`src/rtl/cartridge_bank_controller_unit_assert.svh`:
```
// Assertion macros for the cartridge bank controller.
// Included by the top level; depends on nothing else.
`ifndef CARTRIDGE_BANK_CONTROLLER_UNIT_ASSERT_SVH
`define CARTRIDGE_BANK_CONTROLLER_UNIT_ASSERT_SVH

`ifndef SYNTH
`define CBC_ASSERT_SAME(lbl, clk, rst_n, ante, cons) \
    lbl: assert property (@(posedge clk) disable iff (!rst_n) (ante) |-> (cons)) \
        else $error("cartridge bank controller check failed");
`define CBC_ASSERT_NEXT(lbl, clk, rst_n, ante, cons) \
    lbl: assert property (@(posedge clk) disable iff (!rst_n) (ante) |=> (cons)) \
        else $error("cartridge bank controller check failed");
`else
`define CBC_ASSERT_SAME(lbl, clk, rst_n, ante, cons)
`define CBC_ASSERT_NEXT(lbl, clk, rst_n, ante, cons)
`endif

`endif

```
`src/rtl/cbc_pkg.sv`:
```
// Shared types and constants of the cartridge bank controller.
// No dependencies; imported by every module of the block.
package cbc_pkg;

    typedef enum logic [1:0] {
        KIND_ROM_READ  = 2'd0,
        KIND_CTRL_WR   = 2'd1,
        KIND_RAM_READ  = 2'd2,
        KIND_RAM_WRITE = 2'd3
    } t_kind;

    localparam logic [2:0] MAP_ROM_ONLY = 3'd0;
    localparam logic [2:0] MAP_MBC1     = 3'd1;
    localparam logic [2:0] MAP_MBC2     = 3'd2;
    localparam logic [2:0] MAP_MBC3     = 3'd3;

    localparam logic [1:0] CFG_MAPPER   = 2'd0;
    localparam logic [1:0] CFG_RAM_SIZE = 2'd1;
    localparam logic [1:0] CFG_PRESENT  = 2'd2;

    localparam logic [2:0] SIZE_SMALL  = 3'd1;
    localparam logic [2:0] SIZE_FULL_A = 3'd2;
    localparam logic [2:0] SIZE_FULL_B = 3'd3;
    localparam logic [2:0] SIZE_FULL_C = 3'd4;

    localparam logic [3:0]  ENABLE_CODE     = 4'hA;
    localparam logic [12:0] SMALL_RAM_BYTES = 13'h800;
    localparam logic [12:0] NIBBLE_CELLS    = 13'h200;
    localparam int          ROM_OFFSET_W    = 14;   // 16 KB ROM banks
    localparam int          ROM_BANK_W      = 7;
    localparam int          ROM_ADDR_W      = ROM_OFFSET_W + ROM_BANK_W;

    typedef struct packed {
        logic [5:0] rom_bank_low;
        logic [1:0] rom_bank_high;
        logic [1:0] ram_bank_select;
        logic       banking_mode;
        logic       ram_enable;
    } t_bank_state;

endpackage

```
`src/rtl/cbc_bank.sv`:
```
// Bank registers and control write decode of the cartridge bank controller.
// Depends on cbc_pkg.
module cbc_bank import cbc_pkg::*; (
    input  logic        i_clk,
    input  logic        i_rst_n,
    input  logic        i_wr_en,     // mapped control write transfer
    input  logic [2:0]  i_mapper,
    input  logic [14:0] i_addr,
    input  logic [7:0]  i_data,
    output t_bank_state o_state,     // state before the current write
    output t_bank_state o_next       // state after the current write
);

    t_bank_state r_state;
    t_bank_state n_state;
    logic        enable_val;
    logic [5:0]  low5;
    logic [5:0]  low4;
    logic [5:0]  low6;

    always_comb begin
        enable_val = (i_data[3:0] == ENABLE_CODE);
        low5 = (i_data[4:0] == 5'd0) ? 6'd1 : {1'b0, i_data[4:0]};
        low4 = (i_data[3:0] == 4'd0) ? 6'd1 : {2'b00, i_data[3:0]};
        low6 = (i_data[5:0] == 6'd0) ? 6'd1 : i_data[5:0];
        n_state = r_state;
        if (i_wr_en) begin
            unique case (i_mapper)
                MAP_MBC1: begin
                    unique case (i_addr[14:13])
                        2'd3: n_state.banking_mode = i_data[0];
                        2'd2: begin
                            if (r_state.banking_mode) begin
                                n_state.ram_bank_select = i_data[1:0];
                            end else begin
                                n_state.rom_bank_high = i_data[1:0];
                            end
                        end
                        2'd1: n_state.rom_bank_low = low5;
                        default: n_state.ram_enable = enable_val;
                    endcase
                end
                MAP_MBC2: begin
                    // Address bit 8 picks the bank register over the enable latch.
                    if (!i_addr[14]) begin
                        if (i_addr[8]) begin
                            n_state.rom_bank_low = low4;
                        end else begin
                            n_state.ram_enable = enable_val;
                        end
                    end
                end
                MAP_MBC3: begin
                    unique case (i_addr[14:13])
                        2'd3: ;
                        2'd2: begin
                            if (i_data[3:2] == 2'd0) begin
                                n_state.ram_bank_select = i_data[1:0];
                            end
                        end
                        2'd1: n_state.rom_bank_low = low6;
                        default: n_state.ram_enable = enable_val;
                    endcase
                end
                default: ;
            endcase
        end
    end

    always_ff @(posedge i_clk) begin
        if (!i_rst_n) begin
            r_state.rom_bank_low    <= 6'd1;
            r_state.rom_bank_high   <= 2'd0;
            r_state.ram_bank_select <= 2'd0;
            r_state.banking_mode    <= 1'b0;
            r_state.ram_enable      <= 1'b0;
        end else begin
            r_state <= n_state;
        end
    end

    assign o_state = r_state;
    assign o_next  = n_state;

endmodule

```
`config.mk`:
```
export PLATFORM = sky130hd
export DESIGN_NAME = cbc_bank
export DESIGN_NICKNAME = d
export VERILOG_FILES = /design/src/rtl/cartridge_bank_controller_unit_assert.svh /design/src/rtl/cbc_pkg.sv /design/src/rtl/cbc_bank.sv
export SDC_FILE = /design/constraint.sdc
export NUM_CORES = 1
export LEC_CHECK = 0
export ABC_AREA = 1
export BUFFER_PORTS_ARGS = -buffer_cell sky130_fd_sc_hd__buf_2
export CAP_MARGIN = 20
export CORE_UTILIZATION = 38
export DETAILED_ROUTE_END_ITERATION = 10
export MAX_ROUTING_LAYER = met4
export PLACE_DENSITY = 0.75
export SYNTH_ARGS = -nofsm -noshare
export SYNTH_HDL_FRONTEND = slang
export SYNTH_SLANG_ARGS = --single-unit
```
`constraint.sdc`:
```
create_clock -name i_clk -period 0.89 [get_ports i_clk]
set_input_delay 0.1335 -clock i_clk [delete_from_list [all_inputs] [get_ports i_clk]]
set_output_delay 0.1335 -clock i_clk [all_outputs]
set_load 0.05 [all_outputs]
```
==> summary.txt, run 1 <==
STA
  • Worst_ep grt: o_next[3]
  • Worst EP Category: top-level output

Synthesis
  • Register area share after synthesis: 27.27%
  • Mapped cell area: a little under 900 sq um
  • Post-synthesis net count: between 150 and 200
  • Synth Area per Inst: about 5.3 sq um
  • Cells after Synth: 166
  • Distinct cells, synth: 15
  • FF+latch count, synth: 12
  • Synthesis Warnings: 0

CTS
  • Deepest clock path buffer count: 2
  • CTS HTree Levels: 1
  • Cts bufs inserted: 3
  • TritonCTS Sinks: 12
  • # hold bufs at CTS: 0
  • CTS Root Cell: clkbuf_4

Outcome
  • Stopped at: 5_1_grt
  • Status: stopped before the end
  • First Error: [ERROR DPL-0038] Utilization greater than 100%, impossible to legalize

Place
  • Placed cell area: between 0.0015 and 0.002 sq mm
  • Dpl hpwl: between 2000 and 3000 um
  • Placer Congestion: 0.9330
  • Port buffer count: 38
  • Dpl ws: -0.5876 ns

Die
  • IO Pins: 53
  • Cell row count: 17
  • Die Y: approximately 50 um
  • Die Span X: ~50 um
  • Starting density of the core: around two fifths

Global routing
  • Pin count of the biggest net entering global routing: 12
## what timing repair did
item | 4_1_cts
pin swaps | 25
setup endpoints to repair | 31
buffers inserted | 9
gates resized for setup | 124
## stage by stage
stage                     cells  hold slack, ns  TNS, ns
after floorplan             166          0.2188   -2.401
after global placement      264          0.3314   -8.809
after detailed placement    264          0.3490   -9.851
after CTS                   277         0.04955   -7.378
## logic make-up after synthesis
family / after synthesis / synth area share [%]
and+or+nand+nor: 103 / 48.30
AOI/OAI and AO/OA: 18 / 10.37
buffers and inverters: 33 / 14.06
DFF: 12 / 27.27
## synthesized netlist by cell type (all sizes together)
library cell | n | area, sq um
o22ai | 1 | 6.260
nor2 | 23 | 86.33
nand3 | 16 | 80.08
nand4 | 3 | 18.77
o21ai | 8 | 40.03
clkbuf | 1 | 3.750
inv | 32 | 120.1
a21oi | 9 | 45.04
nor3 | 1 | 5.000
nand2 | 60 | 235.2
dfxtp | 12 | 240.2
==> run 2: changes to the inputs <==
--- a/config.mk
+++ b/config.mk
@@ -8,10 +8,9 @@
 export ABC_AREA = 1
 export BUFFER_PORTS_ARGS = -buffer_cell sky130_fd_sc_hd__buf_2
 export CAP_MARGIN = 20
-export CORE_UTILIZATION = 38
+export CORE_UTILIZATION = 24
 export DETAILED_ROUTE_END_ITERATION = 10
-export MAX_ROUTING_LAYER = met4
-export PLACE_DENSITY = 0.75
+export PLACE_DENSITY_LB_ADDON = 0.15
 export SYNTH_ARGS = -nofsm -noshare
 export SYNTH_HDL_FRONTEND = slang
 export SYNTH_SLANG_ARGS = --single-unit
==> constraint.sdc (replaced) <==
create_clock -name i_clk -period 1.2 [get_ports i_clk]
set_input_delay 0.18 -clock i_clk [delete_from_list [all_inputs] [get_ports i_clk]]
set_output_delay 0.18 -clock i_clk [all_outputs]
set_load 0.05 [all_outputs]
==> summary.txt, run 2 <==
STA
  • Setup TNS: -2.395 ns
  • Skew final: 0.0002776 ns
  • Tightest Pin Transition: ~0.49 ns
  • Fmax: 0.6409 GHz
  • Final setup margin: -0.3603 ns
  • Final setup fails: 13
  • Max-slew headroom: about 67%
  • RSZ-0062 raised after global routing: yes
  • Slew Limit Fails: 0
  • Post-layout min period: roughly 1.6 ns
  • Final hold viol count: 0
  • Crit share post-route: 130.0%

Synthesis
  • Distinct cells, synth: 15
  • Cells after Synth: between 150 and 200
  • Synth Area per Inst: around 5.3 sq um
  • Most frequent cell after synthesis: nand2_1
  • Synthesis Warnings: 0
  • FF+latch count, synth: 12
  • Post-synthesis net count: approximately 200
  • Ys async rst share: 0%
  • Register area share after synthesis: 27.27%
  • Share of the synthesized area in the top cell type: between 20% and 30%
  • Synth cell count leaders: nand2_1, inv_1, nor2_1
  • Mapped cell area: slightly below 900 sq um
  • Post-synth top flop: dfxtp_1
  • Synth area leader: dfxtp_1
  • Synth area leaders: dfxtp_1, nand2_1, inv_1
  • Number of flops mapped to enable cells by yosys: 0

Drt
  • Final WL: ~3600 um
  • Post-route DRC: 0
  • Initial DRC count: 35
  • Via density: approximately 4.4
  • Vias: roughly 1300
  • Post-DRT Antenna Nets: 0
  • WL per Instance: about 12 um
  • Drt first pass iters: 4

CTS
  • CTS Root Cell: clkbuf_4
  • CTS tree: done
  • Clk Latency, worst-skew pair: about 0.28 ns
  • # hold bufs at CTS: 0
  • TritonCTS Sinks: 12
  • Cts bufs inserted: 3
  • CTS HTree Levels: 1
  • Deepest clock path buffer count: 2
  • CTS clk-pin slew, worst paths: approximately 0.09 ns

Place
  • Dpl hpwl: 2409 um
  • Placed cell area: 0.001390 sq mm
  • Placer Congestion: ~0.85
  • Port buffer count: 38
  • Placed insts: 276

Layout
  • Area grow syn2layout: 126.3%
  • Non-Filler Instances: 300
  • Commonest cells after routing, fill and taps aside: buf_4, nand2_1, nand2_2, buf_2, buf_6
  • Core Util, Final: about three fifths
  • Layout cells sized above 1: about 67%
  • Final non-filler cell area: 0.001993 sq mm
  • Leading cell type in the layout, fill and taps excluded: buf_4
  • # diodes: 0
  • Max reg flops: 12
  • Nets@finish: about 280

Die
  • Cell row count: 21
  • Die Span X: about 63 um
  • IO Pins: 53
  • Starting density of the core: around 26%
  • Core region area: 0.003416 sq mm
  • Die Y: around 63 um
  • Die area: 0.003916 sq mm

Critical path
  • Peak fanout along the critical path: 4
  • Reg2reg start: o_state[1]$_SDFF_PN0_
  • Crit Reg-Reg Endpoint: o_state[2]$_SDFF_PN0_
  • CP Launch Type: flop
  • Critical path class: reg2out
  • WP data arrival: roughly 1.4 ns
  • Crit end category: output pin
  • Worst Path Required: about 1 ns
  • R2R Setup Slk: -0.05 ns
  • R2R depth: 8

Outcome
  • Violated checks: setup timing
  • Status: complete, but fails checks

Power and ir drop
  • Pwr Total: approximately 1.4 mW
  • Maximum vdd drop: between 0.0005 and 0.0006 V
  • Power per Cell Area: a little under 700 mW/mm^2
  • P_leak: 1.023 nW

Global routing
  • Global-route wire length before repair: about 6100 um
  • Gr usage total: around 19%
  • GRT overflow: 0
  • Vias in the first global route: ~1400
  • Pin count of the biggest net entering global routing: 12
  • Initial antenna violation count: 0

Worst hold path
  • Hold depth: 2
  • Worst hold path class: in2reg
  • Hold Path End: o_state[6]$_SDFF_PN1_
  • Hold path start: i_rst_n

Job
  • Max-cap violations: 0
==> run 2: cell counts after synthesis <==
Identical to the previous run, type by type.
==> run 2: worst max path at each step <==
stage | startpoint | to | slack (ns)
floorplan | o_state[1]$_SDFF_PN0_ | o_next[2] | -0.02
global placement | i_mapper[0] | o_next[9] | -0.30
detailed placement | i_mapper[0] | o_next[9] | -0.29
CTS | o_state[1]$_SDFF_PN0_ | o_next[5] | -0.32
global route | o_state[1]$_SDFF_PN0_ | o_next[5] | -0.46
finish | o_state[1]$_SDFF_PN0_ | o_next[5] | -0.36
==> run 2: worst max-delay path, cell delays in order (launching register included) <==
cell     delay [ns]
dfxtp_4        0.35
inv_2          0.06
nand4_1        0.22
nand2_1        0.18
o21ai_2        0.08
inv_2          0.07
buf_8          0.14
==> run 2: repair_timing <==
action	CTS	global route
gates resized for setup	90	35
setup endpoints to repair	12	21
pin swaps	27	32
buffers inserted	20	3
==> run 2: area by class of cell <==
type                       instances  area [sq um]
sequential                        12         261.5
timing repair buffer              85         721.9
clock buffer                       4         36.28
tap                               46         57.56
multi-input combinational        121         762.0
fill                             344          1423
inverter                          32         153.9
==> run 2: stage by stage <==
stage | hold WS [ns] | worst slack [ns]
after global routing | 0.08731 | -0.4559
final | 0.09812 | -0.3603
after global placement | 0.3869 | -0.2996
after floorplan | 0.2643 | -0.01591
after detailed placement | 0.3836 | -0.2896
after CTS | 0.08307 | -0.3154
==> run 2: kinds of logic after synthesis <==
| family | Yosys count | share of synthesized area (%) |
|---|---|---|
| simple gates | 103 | 48.30 |
| buf+inv | 33 | 14.06 |
| compound gates | 18 | 10.37 |
| flops | 12 | 27.27 |
==> run 2: metal layers <==
layer / vias up / global-route usage, % / part of all wire [%]
met4: 0 / 6.105 / 1.5
met5: - / 0 / 0
met3: 7 / 3.285 / 4.2
li1: 687 / - / -
met1: 604 / 25.91 / 46
met2: 30 / 31.79 / 49
==> run 2: power by group <==
part | switching (mW) | total [mW] | internal [mW]
Sequential | 0.00989 | 0.417 | 0.407
Combinational | 0.356 | 0.615 | 0.258
Clock | 0.157 | 0.342 | 0.185
Total | 0.523 | 1.37 | 0.849
Power figures use the tool's default switching activity.
==> run 3: changes to the inputs <==
--- a/config.mk
+++ b/config.mk
@@ -11,6 +11,7 @@
 export CORE_UTILIZATION = 24
 export DETAILED_ROUTE_END_ITERATION = 10
 export PLACE_DENSITY_LB_ADDON = 0.15
+export SKIP_LAST_GASP = 1
 export SYNTH_ARGS = -nofsm -noshare
 export SYNTH_HDL_FRONTEND = slang
 export SYNTH_SLANG_ARGS = --single-unit
==> summary.txt, run 3 (same netlist as run 2, synthesis figures left out) <==
Critical path
  • Peak fanout along the critical path: 4
  • Crit end category: output pin
  • R2R Setup Slk: -0.05 ns
  • Critical Path Max Stage Delay: 0.35 ns
  • CP cell instances: inv_2, nand4_1, nand2_1, o21ai_2, inv_2, buf_6
  • Crit Reg-Reg Endpoint: o_state[2]$_SDFF_PN0_
  • CP Launch Type: flop
  • Critical path class: reg2out
  • Reg2reg start: o_state[1]$_SDFF_PN0_
  • Worst Path Required: between 1 and 1.5 ns
  • WP data arrival: around 1.4 ns
  • R2R depth: 8
  • Worst Path Buf+Inv: 3
  • Worst path slowest cell: dfxtp_4
  • Most frequent CP cell: inv_2
  • Crit path max-delay family: simple AND/OR/NAND/NOR gates

STA
  • Fmax: approximately 0.64 GHz
  • Tightest Pin Transition: between 0.4 and 0.5 ns
  • Post-layout min period: approximately 1.6 ns
  • Final setup margin: -0.3638 ns
  • Final setup fails: 13
  • Skew final: 0.0002419 ns
  • Setup TNS: -2.575 ns
  • Crit share post-route: 130.3%
  • Max-slew headroom: 68.03%
  • Final hold viol count: 0
  • RSZ-0062 raised after global routing: yes
  • Slew Limit Fails: 0

Place
  • Dpl hpwl: roughly 2400 um
  • Placed insts: approximately 280
  • Port buffer count: 38
  • Placer Congestion: about 0.85

Global routing
  • Global-route wire length before repair: just under 6000 um
  • Gr usage total: a little under a fifth
  • Pin count of the biggest net entering global routing: 12
  • Vias in the first global route: between 1000 and 1500
  • GRT overflow: 0
  • Initial antenna violation count: 0

CTS
  • CTS clk-pin slew, worst paths: 0.09 ns
  • TritonCTS Sinks: 12
  • CTS tree: done
  • Cts bufs inserted: 3
  • CTS Root Cell: clkbuf_4
  • Deepest clock path buffer count: 2
  • Clk Latency, worst-skew pair: 0.28 ns
  • CTS HTree Levels: 1
  • # hold bufs at CTS: 0

Power and ir drop
  • Power per Cell Area: 684.9 mW/mm^2
  • P_leak: 1.017 nW
  • Maximum vdd drop: 0.0004925 V
  • Pwr Total: 1.348 mW

Worst hold path
  • Worst hold path class: in2reg
  • Hold depth: 2
  • Hold path start: i_rst_n
  • Hold Path End: o_state[6]$_SDFF_PN1_

Drt
  • Final WL: between 3000 and 4000 um
  • Post-DRT Antenna Nets: 0
  • Vias: roughly 1300
  • Initial DRC count: 34
  • Post-route DRC: 0
  • Via density: approximately 4.4
  • Drt first pass iters: 4
  • WL per Instance: 11.81 um

Die
  • Die Span X: between 60 and 70 um
  • Die Y: between 60 and 70 um
  • IO Pins: 53
  • Core region area: around 0.0034 sq mm
  • Die area: about 0.0039 sq mm
  • Cell row count: 21
  • Starting density of the core: 25.79%

Layout
  • Non-Filler Instances: around 300
  • # diodes: 0
  • Leading cell type in the layout, fill and taps excluded: buf_4
  • Area grow syn2layout: 123.4%
  • Nets@finish: 283
  • Fillers: 348
  • Layout cells sized above 1: 65.61%
  • Commonest cells after routing, fill and taps aside: buf_4, nand2_1, buf_2
  • Max reg flops: 12

Job
  • Max-cap violations: 0

Outcome
  • Violated checks: setup timing
  • Status: complete, but fails checks
==> run 3: how the worst max path moves through the flow <==
stage	to	startpoint	cells past startpoint
6_report	o_next[5]	o_state[1]$_SDFF_PN0_	6
5_1_grt	o_next[5]	o_state[1]$_SDFF_PN0_	6
4_1_cts	o_next[5]	o_state[1]$_SDFF_PN0_	5
3_5_place_dp	o_next[9]	i_mapper[0]	11
3_3_place_gp	o_next[9]	i_mapper[0]	11
2_1_floorplan	o_next[2]	o_state[1]$_SDFF_PN0_	5
==> run 3: stage by stage <==
stage | hold WS, ns | setup WS (ns) | cell area (sq um) | utilization (%)
6_report | 0.08627 | -0.3638 | 1968 | 57.62
5_1_grt | 0.08480 | -0.4574 | 1968 | 57.62
4_1_cts | 0.08718 | -0.3154 | 1829 | 53.55
3_5_place_dp | 0.3836 | -0.2896 | 1390 | 40.70
3_3_place_gp | 0.3869 | -0.2996 | 1390 | 40.70
2_1_floorplan | 0.2643 | -0.01591 | 943.4 | -
==> run 3: area by class of cell <==
| type | count | area, sq um | share of cell area [%] |
|---|---|---|---|
| timing repair buffer | 84 | 699.4 | 35.54 |
| tap | 46 | 57.56 | 2.924 |
| multi-input combinational | 121 | 762.0 | 38.72 |
| inverter | 32 | 151.4 | 7.692 |
| sequential | 12 | 261.5 | 13.29 |
| clock buffer | 4 | 36.28 | 1.844 |
==> run 3: repair_timing <==
item                                   CTS  global route
pin swaps                               27            29
setup buffers                           20             4
setup endpoints to repair               12            21
endpoints found under the hold margin    0             0
gates resized for setup                 80            39
==> run 3: power breakdown <==
| part | switching, mW | leakage [nW] | internal (mW) |
|---|---|---|---|
| sequential | 0.00984 | 0.103 | 0.407 |
| clock | 0.157 | 0.0210 | 0.185 |
| combinational | 0.349 | 0.893 | 0.241 |
==> run 3: worst register-to-register path, cell delays in order, from the launching register on <==
cell and delay [ns]:
dfxtp_4 0.36, inv_2 0.04, o21ai_0 0.15, nand3_1 0.15, nand2_2 0.11, buf_4 0.10, buf_4 0.09, buf_4 0.09
a21oi_2 0.04
==> run 3: per-layer routing <==
metal	up-vias	routed length [um]	track usage, %
li1	684	-	-
met1	610	1633	25.69
met2	28	1699	30.57
met3	5	162	3.102
met4	0	36	6.105
met5	-	0	0
